## src/hw/rtl/assert_macros.svh

```systemverilog
// Assertion macros used by the classifier top-level RTL file.
`ifndef ASSERT_MACROS_SVH
`define ASSERT_MACROS_SVH
// Implication checked on every rising clock edge outside reset.
`define ASSERT_IMPL(label, clk, rst_n, ante, cons) \
	label: assert property (@(posedge clk) disable iff (!rst_n) (ante) |-> (cons)) \
	else $error("assertion failed");
// Next-cycle implication checked outside reset.
`define ASSERT_NEXT(label, clk, rst_n, ante, cons) \
	label: assert property (@(posedge clk) disable iff (!rst_n) (ante) |=> (cons)) \
	else $error("assertion failed");
`endif

```

## src/hw/rtl/irfc_pkg.sv

```systemverilog
// Package with types, constants and the tolerance window function of the IR classifier.
package irfc_pkg;
	localparam int DurW = 16;
	localparam int PctW = 7;
	localparam int IdxW = 7;
	localparam int NumFlags = 9;
	localparam logic [PctW-1:0] PctReset = 7'd30;
	localparam logic [DurW-1:0] MinTolReset = 16'd160;

	localparam logic [0:0] CfgPct = 1'b0;
	localparam logic [0:0] CfgMinTol = 1'b1;

	localparam int FRep = 0;
	localparam int FNec = 1;
	localparam int FSam = 2;
	localparam int FLg = 3;
	localparam int FS20 = 4;
	localparam int FS15 = 5;
	localparam int FS12 = 6;
	localparam int FPan = 7;
	localparam int FRc6 = 8;

	localparam logic [3:0] ProtoRaw = 4'd0;
	localparam logic [3:0] ProtoRep = 4'd1;
	localparam logic [3:0] ProtoNec = 4'd2;
	localparam logic [3:0] ProtoSam = 4'd3;
	localparam logic [3:0] ProtoLg = 4'd4;
	localparam logic [3:0] ProtoSony = 4'd5;
	localparam logic [3:0] ProtoPan = 4'd6;
	localparam logic [3:0] ProtoRc6 = 4'd7;
	localparam logic [3:0] ProtoRc5 = 4'd8;

	typedef struct packed {
		logic [3:0] protocol;
		logic [47:0] code_value;
		logic [5:0] bit_count;
		logic [6:0] confidence;
		logic decoded;
		logic repeat_frame;
	} result_t;

	typedef struct packed {
		logic [IdxW-1:0] index;
		logic [NumFlags-1:0] flags;
		logic [31:0] nec_value;
		logic [47:0] pan_value;
		logic [19:0] sony_value;
		logic [6:0] rc5_votes;
	} frame_t;

	// Window check: |d - target| within max(min_tol, target*pct/100), low edge clamped at 0.
	// Target is a constant, so target*pct is a narrow constant multiply.
	function automatic logic near_us(input logic [DurW-1:0] d, input logic [15:0] target,
			input logic [PctW-1:0] pct, input logic [DurW-1:0] min_tol);
		logic [23:0] prod;
		logic [43:0] scaled;
		logic [17:0] tol;
		logic [18:0] hi;
		logic [18:0] lo;
		prod = 24'(target) * 24'(pct);
		// Divide by 100 as a multiply by 2^26/100 rounded up; exact for prod below 1.8 million.
		scaled = 44'(prod) * 44'd671089;
		tol = 18'(scaled >> 26);
		if (tol < 18'(min_tol)) tol = 18'(min_tol);
		hi = 19'(target) + 19'(tol);
		lo = (19'(target) > 19'(tol)) ? 19'(target) - 19'(tol) : 19'd0;
		return (19'(d) >= lo) && (19'(d) <= hi);
	endfunction
endpackage

```

## src/hw/rtl/irfc_if.sv

```systemverilog
// Valid/ready channel interfaces for items, results and configuration writes.
interface irfc_item_if;
	logic valid;
	logic ready;
	logic [15:0] duration_us;
	logic last;
	modport source (output valid, duration_us, last, input ready);
	modport sink (input valid, duration_us, last, output ready);
endinterface

interface irfc_result_if;
	logic valid;
	logic ready;
	logic [3:0] protocol;
	logic [47:0] code_value;
	logic [5:0] bit_count;
	logic [6:0] confidence;
	logic decoded;
	logic repeat_frame;
	modport source (output valid, protocol, code_value, bit_count, confidence, decoded,
		repeat_frame, input ready);
	modport sink (input valid, protocol, code_value, bit_count, confidence, decoded,
		repeat_frame, output ready);
endinterface

interface irfc_cfg_if;
	logic valid;
	logic ready;
	logic index;
	logic [15:0] data;
	modport source (output valid, index, data, input ready);
	modport sink (input valid, index, data, output ready);
endinterface

```

## src/hw/rtl/irfc_check.sv

```systemverilog
// Per-item candidate checks: next frame state from the current state and one duration.
module irfc_check (
	input logic [15:0] d,
	input logic [6:0] pct,
	input logic [15:0] min_tol,
	input irfc_pkg::frame_t cur,
	output irfc_pkg::frame_t nxt
);
	import irfc_pkg::*;

	logic [6:0] p;
	logic odd;
	logic [4:0] nec_bit;
	logic [5:0] pan_bit;
	logic [4:0] sony_bit;
	logic n_one, n_ok, p_one, p_ok, s_one, s_ok;

	assign p = cur.index;
	assign odd = p[0];
	assign nec_bit = 5'((p - 7'd3) >> 1);
	assign pan_bit = 6'((p - 7'd3) >> 1);
	assign sony_bit = 5'((p - 7'd2) >> 1);

	always_comb begin
		n_one = odd && near_us(d, 16'd1690, pct, min_tol);
		n_ok = odd ? (n_one || near_us(d, 16'd560, pct, min_tol))
			: near_us(d, 16'd560, pct, min_tol);
		p_one = odd && near_us(d, 16'd1290, pct, min_tol);
		p_ok = odd ? (p_one || near_us(d, 16'd430, pct, min_tol))
			: near_us(d, 16'd430, pct, min_tol);
		s_one = !odd && near_us(d, 16'd1200, pct, min_tol);
		s_ok = s_one || near_us(d, 16'd600, pct, min_tol);
	end

	always_comb begin
		nxt = cur;
		if (p < 7'd127) begin
			if (p == 7'd0) begin
				if (!near_us(d, 16'd9000, pct, min_tol)) begin
					nxt.flags[FRep] = 1'b0;
					nxt.flags[FNec] = 1'b0;
					nxt.flags[FLg] = 1'b0;
				end
				if (!near_us(d, 16'd4500, pct, min_tol)) nxt.flags[FSam] = 1'b0;
				if (!near_us(d, 16'd2400, pct, min_tol)) begin
					nxt.flags[FS20] = 1'b0;
					nxt.flags[FS15] = 1'b0;
					nxt.flags[FS12] = 1'b0;
				end
				if (!near_us(d, 16'd3500, pct, min_tol)) nxt.flags[FPan] = 1'b0;
				if (!near_us(d, 16'd2666, 7'd25, min_tol)) nxt.flags[FRc6] = 1'b0;
			end else if (p == 7'd1) begin
				if (!near_us(d, 16'd2250, pct, min_tol)) nxt.flags[FRep] = 1'b0;
				if (!near_us(d, 16'd4500, pct, min_tol)) begin
					nxt.flags[FNec] = 1'b0;
					nxt.flags[FSam] = 1'b0;
				end
				if (!near_us(d, 16'd4200, pct, min_tol)) nxt.flags[FLg] = 1'b0;
				if (!near_us(d, 16'd600, pct, min_tol)) begin
					nxt.flags[FS20] = 1'b0;
					nxt.flags[FS15] = 1'b0;
					nxt.flags[FS12] = 1'b0;
				end
				if (!near_us(d, 16'd1750, pct, min_tol)) nxt.flags[FPan] = 1'b0;
				if (!near_us(d, 16'd889, 7'd30, min_tol)) nxt.flags[FRc6] = 1'b0;
			end else begin
				if (p == 7'd2 && !near_us(d, 16'd560, pct, min_tol)) nxt.flags[FRep] = 1'b0;
				if (p < 7'd66) begin
					if (!n_ok) begin
						nxt.flags[FNec] = 1'b0;
						nxt.flags[FSam] = 1'b0;
						if (p < 7'd58) nxt.flags[FLg] = 1'b0;
					end
					if (n_one) nxt.nec_value[nec_bit] = 1'b1;
				end
				if (p < 7'd98) begin
					if (!p_ok) nxt.flags[FPan] = 1'b0;
					if (p_one) nxt.pan_value[pan_bit] = 1'b1;
				end
				if (p <= 7'd40) begin
					if (s_one && sony_bit < 5'd20) nxt.sony_value[sony_bit] = 1'b1;
					if (!s_ok) begin
						nxt.flags[FS20] = 1'b0;
						if (p <= 7'd30) nxt.flags[FS15] = 1'b0;
						if (p <= 7'd24) nxt.flags[FS12] = 1'b0;
					end
				end
			end
			if ((near_us(d, 16'd889, 7'd35, min_tol) || near_us(d, 16'd1778, 7'd35, min_tol))
					&& cur.rc5_votes < 7'd127)
				nxt.rc5_votes = cur.rc5_votes + 7'd1;
		end
		if (p < 7'd127) nxt.index = p + 7'd1;
	end
endmodule

```

## src/hw/rtl/irfc_classify.sv

```systemverilog
// Frame classification in priority order from the final frame state.
module irfc_classify (
	input irfc_pkg::frame_t fin,
	input logic [7:0] count,
	output irfc_pkg::result_t res
);
	import irfc_pkg::*;

	logic [9:0] thr;
	logic rc_len;

	assign thr = 10'((10'(count) * 10'd3) >> 2);
	assign rc_len = (count >= 8'd12) && (count <= 8'd40);

	always_comb begin
		res = '0;
		res.confidence = 7'd20;
		if (count >= 8'd3 && fin.flags[FRep]) begin
			res.protocol = ProtoRep; res.confidence = 7'd90; res.repeat_frame = 1'b1;
		end else if (count >= 8'd66 && fin.flags[FNec]) begin
			res.protocol = ProtoNec; res.bit_count = 6'd32; res.confidence = 7'd95;
			res.code_value = 48'(fin.nec_value);
		end else if (count >= 8'd66 && fin.flags[FSam]) begin
			res.protocol = ProtoSam; res.bit_count = 6'd32; res.confidence = 7'd88;
			res.code_value = 48'(fin.nec_value);
		end else if (count >= 8'd58 && fin.flags[FLg]) begin
			res.protocol = ProtoLg; res.bit_count = 6'd28; res.confidence = 7'd82;
			res.code_value = 48'(fin.nec_value[27:0]);
		end else if (count >= 8'd41 && fin.flags[FS20]) begin
			res.protocol = ProtoSony; res.bit_count = 6'd20; res.confidence = 7'd86;
			res.code_value = 48'(fin.sony_value);
		end else if (count >= 8'd31 && fin.flags[FS15]) begin
			res.protocol = ProtoSony; res.bit_count = 6'd15; res.confidence = 7'd86;
			res.code_value = 48'(fin.sony_value[14:0]);
		end else if (count >= 8'd25 && fin.flags[FS12]) begin
			res.protocol = ProtoSony; res.bit_count = 6'd12; res.confidence = 7'd86;
			res.code_value = 48'(fin.sony_value[11:0]);
		end else if (count >= 8'd98 && fin.flags[FPan]) begin
			res.protocol = ProtoPan; res.bit_count = 6'd48; res.confidence = 7'd78;
			res.code_value = fin.pan_value;
		end else if (rc_len && fin.flags[FRc6]) begin
			res.protocol = ProtoRc6; res.confidence = 7'd60;
		end else if (rc_len && 10'(fin.rc5_votes) >= thr) begin
			res.protocol = ProtoRc5; res.confidence = 7'd55;
		end
		res.decoded = (res.protocol != ProtoRaw);
	end
endmodule

```

## src/hw/rtl/ir_remote_frame_classifier.sv

```systemverilog
// The result is registered: it appears in the cycle after the last item of a frame is accepted.
// Throughput: one item per cycle while the input is not stalled; all candidate checks update in one pass of logic.
// The result register stalls input only while a result is held and not taken.
// Reset clears the frame state, the result valid and the registers to 30 and 160.
// Configuration writes are always accepted.
module ir_remote_frame_classifier (
	input logic clk,
	input logic arst_n,
	irfc_item_if.sink item,
	irfc_result_if.source result,
	irfc_cfg_if.sink cfg
);
	import irfc_pkg::*;
	`include "assert_macros.svh"

	logic [PctW-1:0] pct_q;
	logic [DurW-1:0] min_tol_q;
	frame_t frame_q, frame_nxt, frame_clr;
	result_t res_q, res_d;
	logic res_valid_q;
	logic accept;

	assign cfg.ready = 1'b1;
	assign item.ready = !res_valid_q || result.ready;
	assign accept = item.valid && item.ready;

	assign frame_clr = '{index: '0, flags: '1, nec_value: '0, pan_value: '0,
		sony_value: '0, rc5_votes: '0};

	irfc_check u_check (
		.d(item.duration_us), .pct(pct_q), .min_tol(min_tol_q),
		.cur(frame_q), .nxt(frame_nxt)
	);

	irfc_classify u_classify (
		.fin(frame_nxt), .count(8'(frame_q.index) + 8'd1), .res(res_d)
	);

	always_ff @(posedge clk or negedge arst_n) begin
		if (!arst_n) begin
			pct_q <= PctReset;
			min_tol_q <= MinTolReset;
		end else if (cfg.valid) begin
			case (cfg.index)
				CfgPct: pct_q <= cfg.data[PctW-1:0];
				CfgMinTol: min_tol_q <= cfg.data;
				default: ;
			endcase
		end
	end

	always_ff @(posedge clk or negedge arst_n) begin
		if (!arst_n) begin
			frame_q <= '{index: '0, flags: '1, nec_value: '0, pan_value: '0,
				sony_value: '0, rc5_votes: '0};
			res_valid_q <= 1'b0;
		end else begin
			if (accept) frame_q <= item.last ? frame_clr : frame_nxt;
			if (accept && item.last) res_valid_q <= 1'b1;
			else if (result.ready) res_valid_q <= 1'b0;
		end
	end

	always_ff @(posedge clk) begin
		if (accept && item.last) res_q <= res_d;
	end

	assign result.valid = res_valid_q;
	assign result.protocol = res_q.protocol;
	assign result.code_value = res_q.code_value;
	assign result.bit_count = res_q.bit_count;
	assign result.confidence = res_q.confidence;
	assign result.decoded = res_q.decoded;
	assign result.repeat_frame = res_q.repeat_frame;

	`ASSERT_NEXT(a_last_gives_result, clk, arst_n, accept && item.last, result.valid)
	`ASSERT_NEXT(a_last_clears_frame, clk, arst_n, accept && item.last,
		frame_q.index == '0 && frame_q.flags == '1)
	`ASSERT_IMPL(a_decoded_matches, clk, arst_n, result.valid,
		result.decoded == (result.protocol != ProtoRaw))
endmodule

```

## src/flat_wrapper.sv

```systemverilog
// flat-port wrapper written by rule: the top's interface ports become plain ports
module ir_remote_frame_classifier_flat import irfc_pkg::*;
  (clk, arst_n, item_valid, item_duration_us, item_last, item_ready, result_valid, result_protocol, result_code_value, result_bit_count, result_confidence, result_decoded, result_repeat_frame, result_ready, cfg_valid, cfg_index, cfg_data, cfg_ready);
  irfc_item_if item_i ();
  irfc_result_if result_i ();
  irfc_cfg_if cfg_i ();
  input logic clk;
  input logic arst_n;
  input wire logic [$bits(item_i.valid)-1:0] item_valid;
  input wire logic [$bits(item_i.duration_us)-1:0] item_duration_us;
  input wire logic [$bits(item_i.last)-1:0] item_last;
  output wire logic [$bits(item_i.ready)-1:0] item_ready;
  output wire logic [$bits(result_i.valid)-1:0] result_valid;
  output wire logic [$bits(result_i.protocol)-1:0] result_protocol;
  output wire logic [$bits(result_i.code_value)-1:0] result_code_value;
  output wire logic [$bits(result_i.bit_count)-1:0] result_bit_count;
  output wire logic [$bits(result_i.confidence)-1:0] result_confidence;
  output wire logic [$bits(result_i.decoded)-1:0] result_decoded;
  output wire logic [$bits(result_i.repeat_frame)-1:0] result_repeat_frame;
  input wire logic [$bits(result_i.ready)-1:0] result_ready;
  input wire logic [$bits(cfg_i.valid)-1:0] cfg_valid;
  input wire logic [$bits(cfg_i.index)-1:0] cfg_index;
  input wire logic [$bits(cfg_i.data)-1:0] cfg_data;
  output wire logic [$bits(cfg_i.ready)-1:0] cfg_ready;
  assign item_i.valid = item_valid;
  assign item_i.duration_us = item_duration_us;
  assign item_i.last = item_last;
  assign item_ready = item_i.ready;
  assign result_valid = result_i.valid;
  assign result_protocol = result_i.protocol;
  assign result_code_value = result_i.code_value;
  assign result_bit_count = result_i.bit_count;
  assign result_confidence = result_i.confidence;
  assign result_decoded = result_i.decoded;
  assign result_repeat_frame = result_i.repeat_frame;
  assign result_i.ready = result_ready;
  assign cfg_i.valid = cfg_valid;
  assign cfg_i.index = cfg_index;
  assign cfg_i.data = cfg_data;
  assign cfg_ready = cfg_i.ready;
  ir_remote_frame_classifier u_core (.clk(clk), .arst_n(arst_n), .item(item_i), .result(result_i), .cfg(cfg_i));
endmodule
```

## config.mk

```make
export PLATFORM = sky130hd
export DESIGN_NAME = ir_remote_frame_classifier_flat
export DESIGN_NICKNAME = d
export VERILOG_FILES = /design/src/hw/rtl/irfc_pkg.sv /design/src/hw/rtl/irfc_if.sv /design/src/hw/rtl/irfc_check.sv /design/src/hw/rtl/irfc_classify.sv /design/src/hw/rtl/ir_remote_frame_classifier.sv /design/src/flat_wrapper.sv
export VERILOG_INCLUDE_DIRS = /design/src /design/src/hw/rtl
export SDC_FILE = /design/constraint.sdc
export NUM_CORES = 2
export LEC_CHECK = 0
export BUFFER_PORTS_ARGS = -buffer_cell sky130_fd_sc_hd__clkbuf_2
export CORE_MARGIN = 2
export CORE_UTILIZATION = 33
export CTS_CLUSTER_DIAMETER = 100
export CTS_CLUSTER_SIZE = 14
export DETAILED_ROUTE_END_ITERATION = 7
export PLACE_DENSITY = 0.48
export SLEW_MARGIN = 30
export SYNTH_ARGS = -nofsm -noshare
export SYNTH_HDL_FRONTEND = slang
export SYNTH_HIERARCHICAL = 1
export SYNTH_SLANG_ARGS = --single-unit
```

## constraint.sdc

```tcl
create_clock -name clk -period 19.7 [get_ports clk]
set_clock_uncertainty 0.1 [all_clocks]
set_input_delay 1.97 -clock clk [delete_from_list [all_inputs] [get_ports clk]]
set_output_delay 1.97 -clock clk [all_outputs]
set_load 0.03 [all_outputs]
```

## Word-level counts from Yosys, hierarchy flattened

Cells that the tools add are included.

| operators by class | value |
|---|---|
| add/subtract/negate cells | 45 |
| $mul | 27 |
| div/mod/pow operators | 0 |
| order comparisons | 102 |
| equal/unequal tests | 2 |
| shift-type cells | 0 |
| muxes and demuxes | 132 |
| bitwise logic cells | 5 |
| reduce and logical (&&, ||, !) cells | 63 |

Operators with widths:

| operator | count |
|---|---|
| $mux W18 | 33 |
| $mux W65 | 6 |
| $ge A16 B19 Y1 | 20 |
| $mux W19 | 20 |
| $mux W16 | 17 |
| $le A16 B19 Y1 | 14 |
| $mux W100 | 2 |
| $mul A17 B20 Y37 const B | 5 |
| $mux W123 | 1 |
| $mux W116 | 1 |
| $mul A18 B20 Y38 const B | 3 |
| $le A16 B17 Y1 | 6 |
| $mul A14 B20 Y34 const B | 3 |
| $mux W48 | 2 |
| $mul A10 B7 Y17 const A | 5 |
| $add A10 B18 Y19 const A | 4 |
| $add A12 B18 Y19 const A | 4 |
| $sub A10 B18 Y19 const A | 4 |
| $sub A12 B18 Y19 const A | 4 |
| $gt A10 B18 Y1 const A | 4 |
| $gt A12 B18 Y1 const A | 4 |
| $lt A12 B16 Y1 | 4 |
| $mux W32 | 2 |
| $add A13 B18 Y19 const A | 3 |
| 81 further kinds | 205 |

| word-level totals | value |
|---|---|
| flip-flop bits (word level) | 214 |
| bits in latches | 0 |
| RAM bits | 0 |
| memory bits (read-only) | 0 |
| bits of input ports | 39 |
| output and inout bits | 70 |
| memories kept | 0 |

## Longest topological paths before layout

| depth | value |
|---|---|
| depth in word-level cells | 30 |
| mapped depth | 80 |
| depth with buffers taken out | 74 |

## Cells and area by module

The synthesis kept the hierarchy.

By module, submodules not included:

| module | times used | cells an instance | area each (um^2) |
|---|---|---|---|
| irfc_check | 1 | 9270 | 77708.3 |
| ir_remote_frame_classifier | 1 | 547 | 8649.5 |
| irfc_classify | 1 | 288 | 1958.1 |

## Worst setup path after synthesis

OpenSTA, ideal clock, no wires.

| timing | value |
|---|---|
| kind | register to register |
| start | register u_core.pct_q[0] |
| end | register u_core.res_q, in the netlist u_core/result.confidence[4], data pin |
| setup time | 0.250 ns |
| arrival | 17.121 ns |
| setup slack | 2.229 ns |
| cell stages (with the launch flop) | 72 |
| path buffers | 8 |
| path through | dfrtp_1 buf_2 inv_1 fa_1 inv_1 ha_1 nor3b_1 o21ai_0 a21boi_0 o21ai_0 a21boi_0 o21ai_0 a21boi_0 o21ai_0 o21bai_1 a21oi_1 xor2_1 fa_1 [36 not listed] a21o_1 a21oi_1 nor2b_1 o31a_1 o21a_1 o21a_1 o211ai_1 nand3_1 a21oi_1 a31oi_1 a21oi_1 nor3b_1 or2_2 a21oi_2 and3_1 buf_6 buf_6 inv_1 |

RTL lines:

| element | RTL line | text |
|---|---|---|
| start: declaration | ir_remote_frame_classifier.sv:16 | `logic [PctW-1:0] pct_q;` |
| start signal: assignment | ir_remote_frame_classifier.sv:41 | `pct_q <= PctReset;` |
| start signal: assignment | ir_remote_frame_classifier.sv:45 | `CfgPct: pct_q <= cfg.data[PctW-1:0];` |
| end signal: assignment | ir_remote_frame_classifier.sv:65 | `if (accept && item.last) res_q <= res_d;` |
| end: declaration | ir_remote_frame_classifier.sv:19 | `result_t res_q, res_d;` |

==> metrics.md <==
| Metric | Value |
|---|---|
| # setup viols final | 0 |
| Worst-path clk slew | 0.08 ns |
| Mux cell area share after synthesis | 0.0323 |
| Yosys reg bits | 214 |
| Max incr delay on CP | 0.57 ns |
| Largest net degree at the start of global routing | 77 |
| Critical Path Fanout Max | 21 |
| Nets@finish | 13234 |
| Initial antenna violation count | 6 |
| Number of DRC markers in iteration 0 | 6141 |
| Worst slew margin | 0.243 |
| Routed len/inst | 23.8 um |
| Port-buffer cells | 107 |
| First-pass DRT Iterations | 6 |
| CTS tree | built |
| Yosys top cell by area | ha_1 |
| WP data arrival | 19.07 ns |
| Die area | 272000 um^2 |
| Hold_ws | 0.401 ns |
| Hold crit path type | flop to flop |
| Required time of the worst setup path | 20.00 ns |
| Die W | 521 um |
| Seq/Total Area, Yosys | 0.0646 |
| GR Layer Usage met1 | 0.334 |
| Asr flop ratio synth | 0.687 |
| Setup tns final | 0 ns |
| Synth Warn # | 6 |
| Wire length after detailed routing | 330000 um |
| GRT overflow | 0 |
| FP Rows | 189 |
| CTS Buffer Depth | 3 |
| Fin crit period | 18.76 ns |
| Clock Sinks | 214 |
| Critical Path Most Common Cell | fa_1 |
| Cell variety after synth | 132 |
| Crit. End Element | flop |
| Post-synth EDFFs | 67 |
| CTS HTree Levels | 1 |
| Top Usage Layer GRT | met2 |
| TritonCTS buffer count | 23 |
| Post-Syn Instances | 10105 |
| Outcome | finished, final reports clean |
| Critical Path Start Type | flop |
| Vias | 75373 |
| Yosys top cell area share | 0.286 |
| Final hold viol count | 0 |
| Ratio of cells with drive above 1 in the final layout | 0.0773 |
| Post-Synth XOR/XNOR Area | 0.0473 |
| Vias in the first global route | 77636 |
| Commonest cells in the netlist | ha_1 (2022), inv_1 (1620), fa_1 (854), nand2_1 (645), a21oi_1 (546) |
| Met3 usage | 0.0260 |
| Max Cap Viol | 0 |
| Area contributors post-synth | ha_1 (29%), fa_1 (19%), inv_1 (6.9%) |
| Most common cell in the netlist | ha_1 |
| DRC viols | 0 |
| Final Instance Count excl. Fillers | 13872 |
| IO Count | 109 |
| RSZ-0062 raised after global routing | no |
| Starting density of the core | 0.333 |
| Main combinational cell family by area after synthesis | adder cells |
| Post-synthesis simple-gate area fraction | 0.130 |
| Slew Limit Fails | 0 |
| GR Util All Layers | 0.241 |
| RePlAce Congestion | 0.945 |
| Clk root buf | clkbuf_16 |
| Crit share post-route | 0.953 |
| Worst-Skew Late Latency | 0.62 ns |
| Via/cell ratio | 5.43 |
| Area Overhead vs Synth | 8.33% |
| Placed Cells | 13817 |
| Compound-gate portion of the synthesized area | 0.166 |
| Fmax | 53.3 MHz |
| Slew @ Worst Pin | 1.13 ns |
| Top FF cell, synth | dfrtp_1 |
| First-pass GRT wire length | 499000 um |
| Syn Std Cell Area | 88300 um^2 |
| Syn Area/Cell | 8.74 um^2 |
| Grt met2 use | 0.388 |
| Adder-cell share of the synthesized area | 0.480 |
| Die Y | 521 um |
| Crit Path Class | flop to flop |
| Post-DRT Antenna Nets | 0 |
| Crit-path slowest cell | fa_1 |
| Dpl hpwl | 269000 um |
| Core Region | 266000 um^2 |
==> per-stage QoR <==
step,util,setup slack [ns],instance area (um^2)
after floorplan,-,2.23,88500
after global placement,0.356,0.410,94400
after detailed placement,0.356,0.191,94500
after CTS,0.359,0.101,95300
after global routing,0.360,0.0110,95700
final,0.360,0.935,95700
==> sequential cells by signal (all words and copies together), names as in the netlist <==
signal and flops:
u_core/frame_q 123, u_core/pct_q 7, u_core/result.repeat_frame 1, u_core/result.decoded 1, u_core/result.bit_count 6, u_core/result.protocol 4, u_core/result.valid 1, u_core/result.confidence 7
u_core/min_tol_q 16, u_core/result.code_value 48
==> metal layers <==
| layer | part of all wire | wire (um) |
|---|---|---|
| met1 | 0.46 | 151000 |
| met2 | 0.45 | 147000 |
| met3 | 0.056 | 18300 |
| met4 | 0.043 | 14100 |
| met5 | 0.000076 | 25 |
==> timing repair <==
item / 4_1_cts / 5_1_grt
buffers inserted: 0 / 8
hold buffers: 0 / 0
gates resized for setup: 0 / 50
setup endpoints to repair: 0 / 99
==> critical path, delay by kind of cell, from the launching register on <==
family,cells,cell delay (ns)
AND/OR/NAND/NOR,12,2.13
buffers and inverters,11,1.51
adder cells (fa/ha/maj),15,6.24
XOR/XNOR,1,0.34
flip-flops,1,0.54
AO/OA/AOI/OAI,32,7.28
multiplexers,1,0.37
==> cell usage in the layout (no fill, tap or decap), drive strengths merged, types with 138 or more instances in the layout <==
cell type	Yosys	final
ha	2022	2022
inv	1627	1629
nor2	465	465
buf	84	260
nand2	647	647
nand4	146	146
nor2b	207	207
xnor2	323	323
o21a	173	173
a21oi	551	552
o21ai	409	409
a21o	278	278
mux2	158	158
fa	854	854
nand3	194	194
clkbuf	136	138
xor2	152	152
==> logic make-up (layout without fill, tap and decap cells) <==
group | after synthesis | after routing
AOI/OAI and AO/OA | 2168 | 2169
xor gates and xnor gates | 475 | 475
and+or+nand+nor | 2280 | 2280
DFF | 214 | 214
other | 2 | 48
adders and majority gates | 2876 | 2876
muxes | 241 | 241
buffers and inverters | 1849 | 2036
==> worst paths after layout <==
| check | cells past startpoint | slack [ns] | from | end |
|---|---|---|---|---|
| max | 72 | 0.94 | u_core/pct_q[4] | u_core/result.confidence[0] |
| max in group asynchronous | 3 | 16.53 | arst_n | u_core/min_tol_q[9] |
| min reg2reg | 1 | 0.40 | u_core/frame_q[38] | u_core/frame_q[38] |
| max reg2reg | 72 | 0.94 | u_core/pct_q[4] | u_core/result.confidence[0] |
| min | 1 | 0.40 | u_core/frame_q[38] | u_core/frame_q[38] |
| min in group asynchronous | 1 | 1.21 | arst_n | u_core/min_tol_q[1] |
==> area by class of cell <==
| cell class | instances | area, um^2 |
|---|---|---|
| repair buffers | 365 | 2540 |
| inverters | 1629 | 6120 |
| clock inverters | 9 | 133 |
| flip-flops and latches | 214 | 5710 |
| well taps | 3533 | 4420 |
| fillers | 27266 | 170000 |
| clock buffers | 33 | 613 |
| diodes | 3 | 7.51 |
| multi-input cells | 8086 | 76100 |
Power is not shown: default switching activity piles up to over one toggle a cycle in this logic, so the estimate is an artifact.
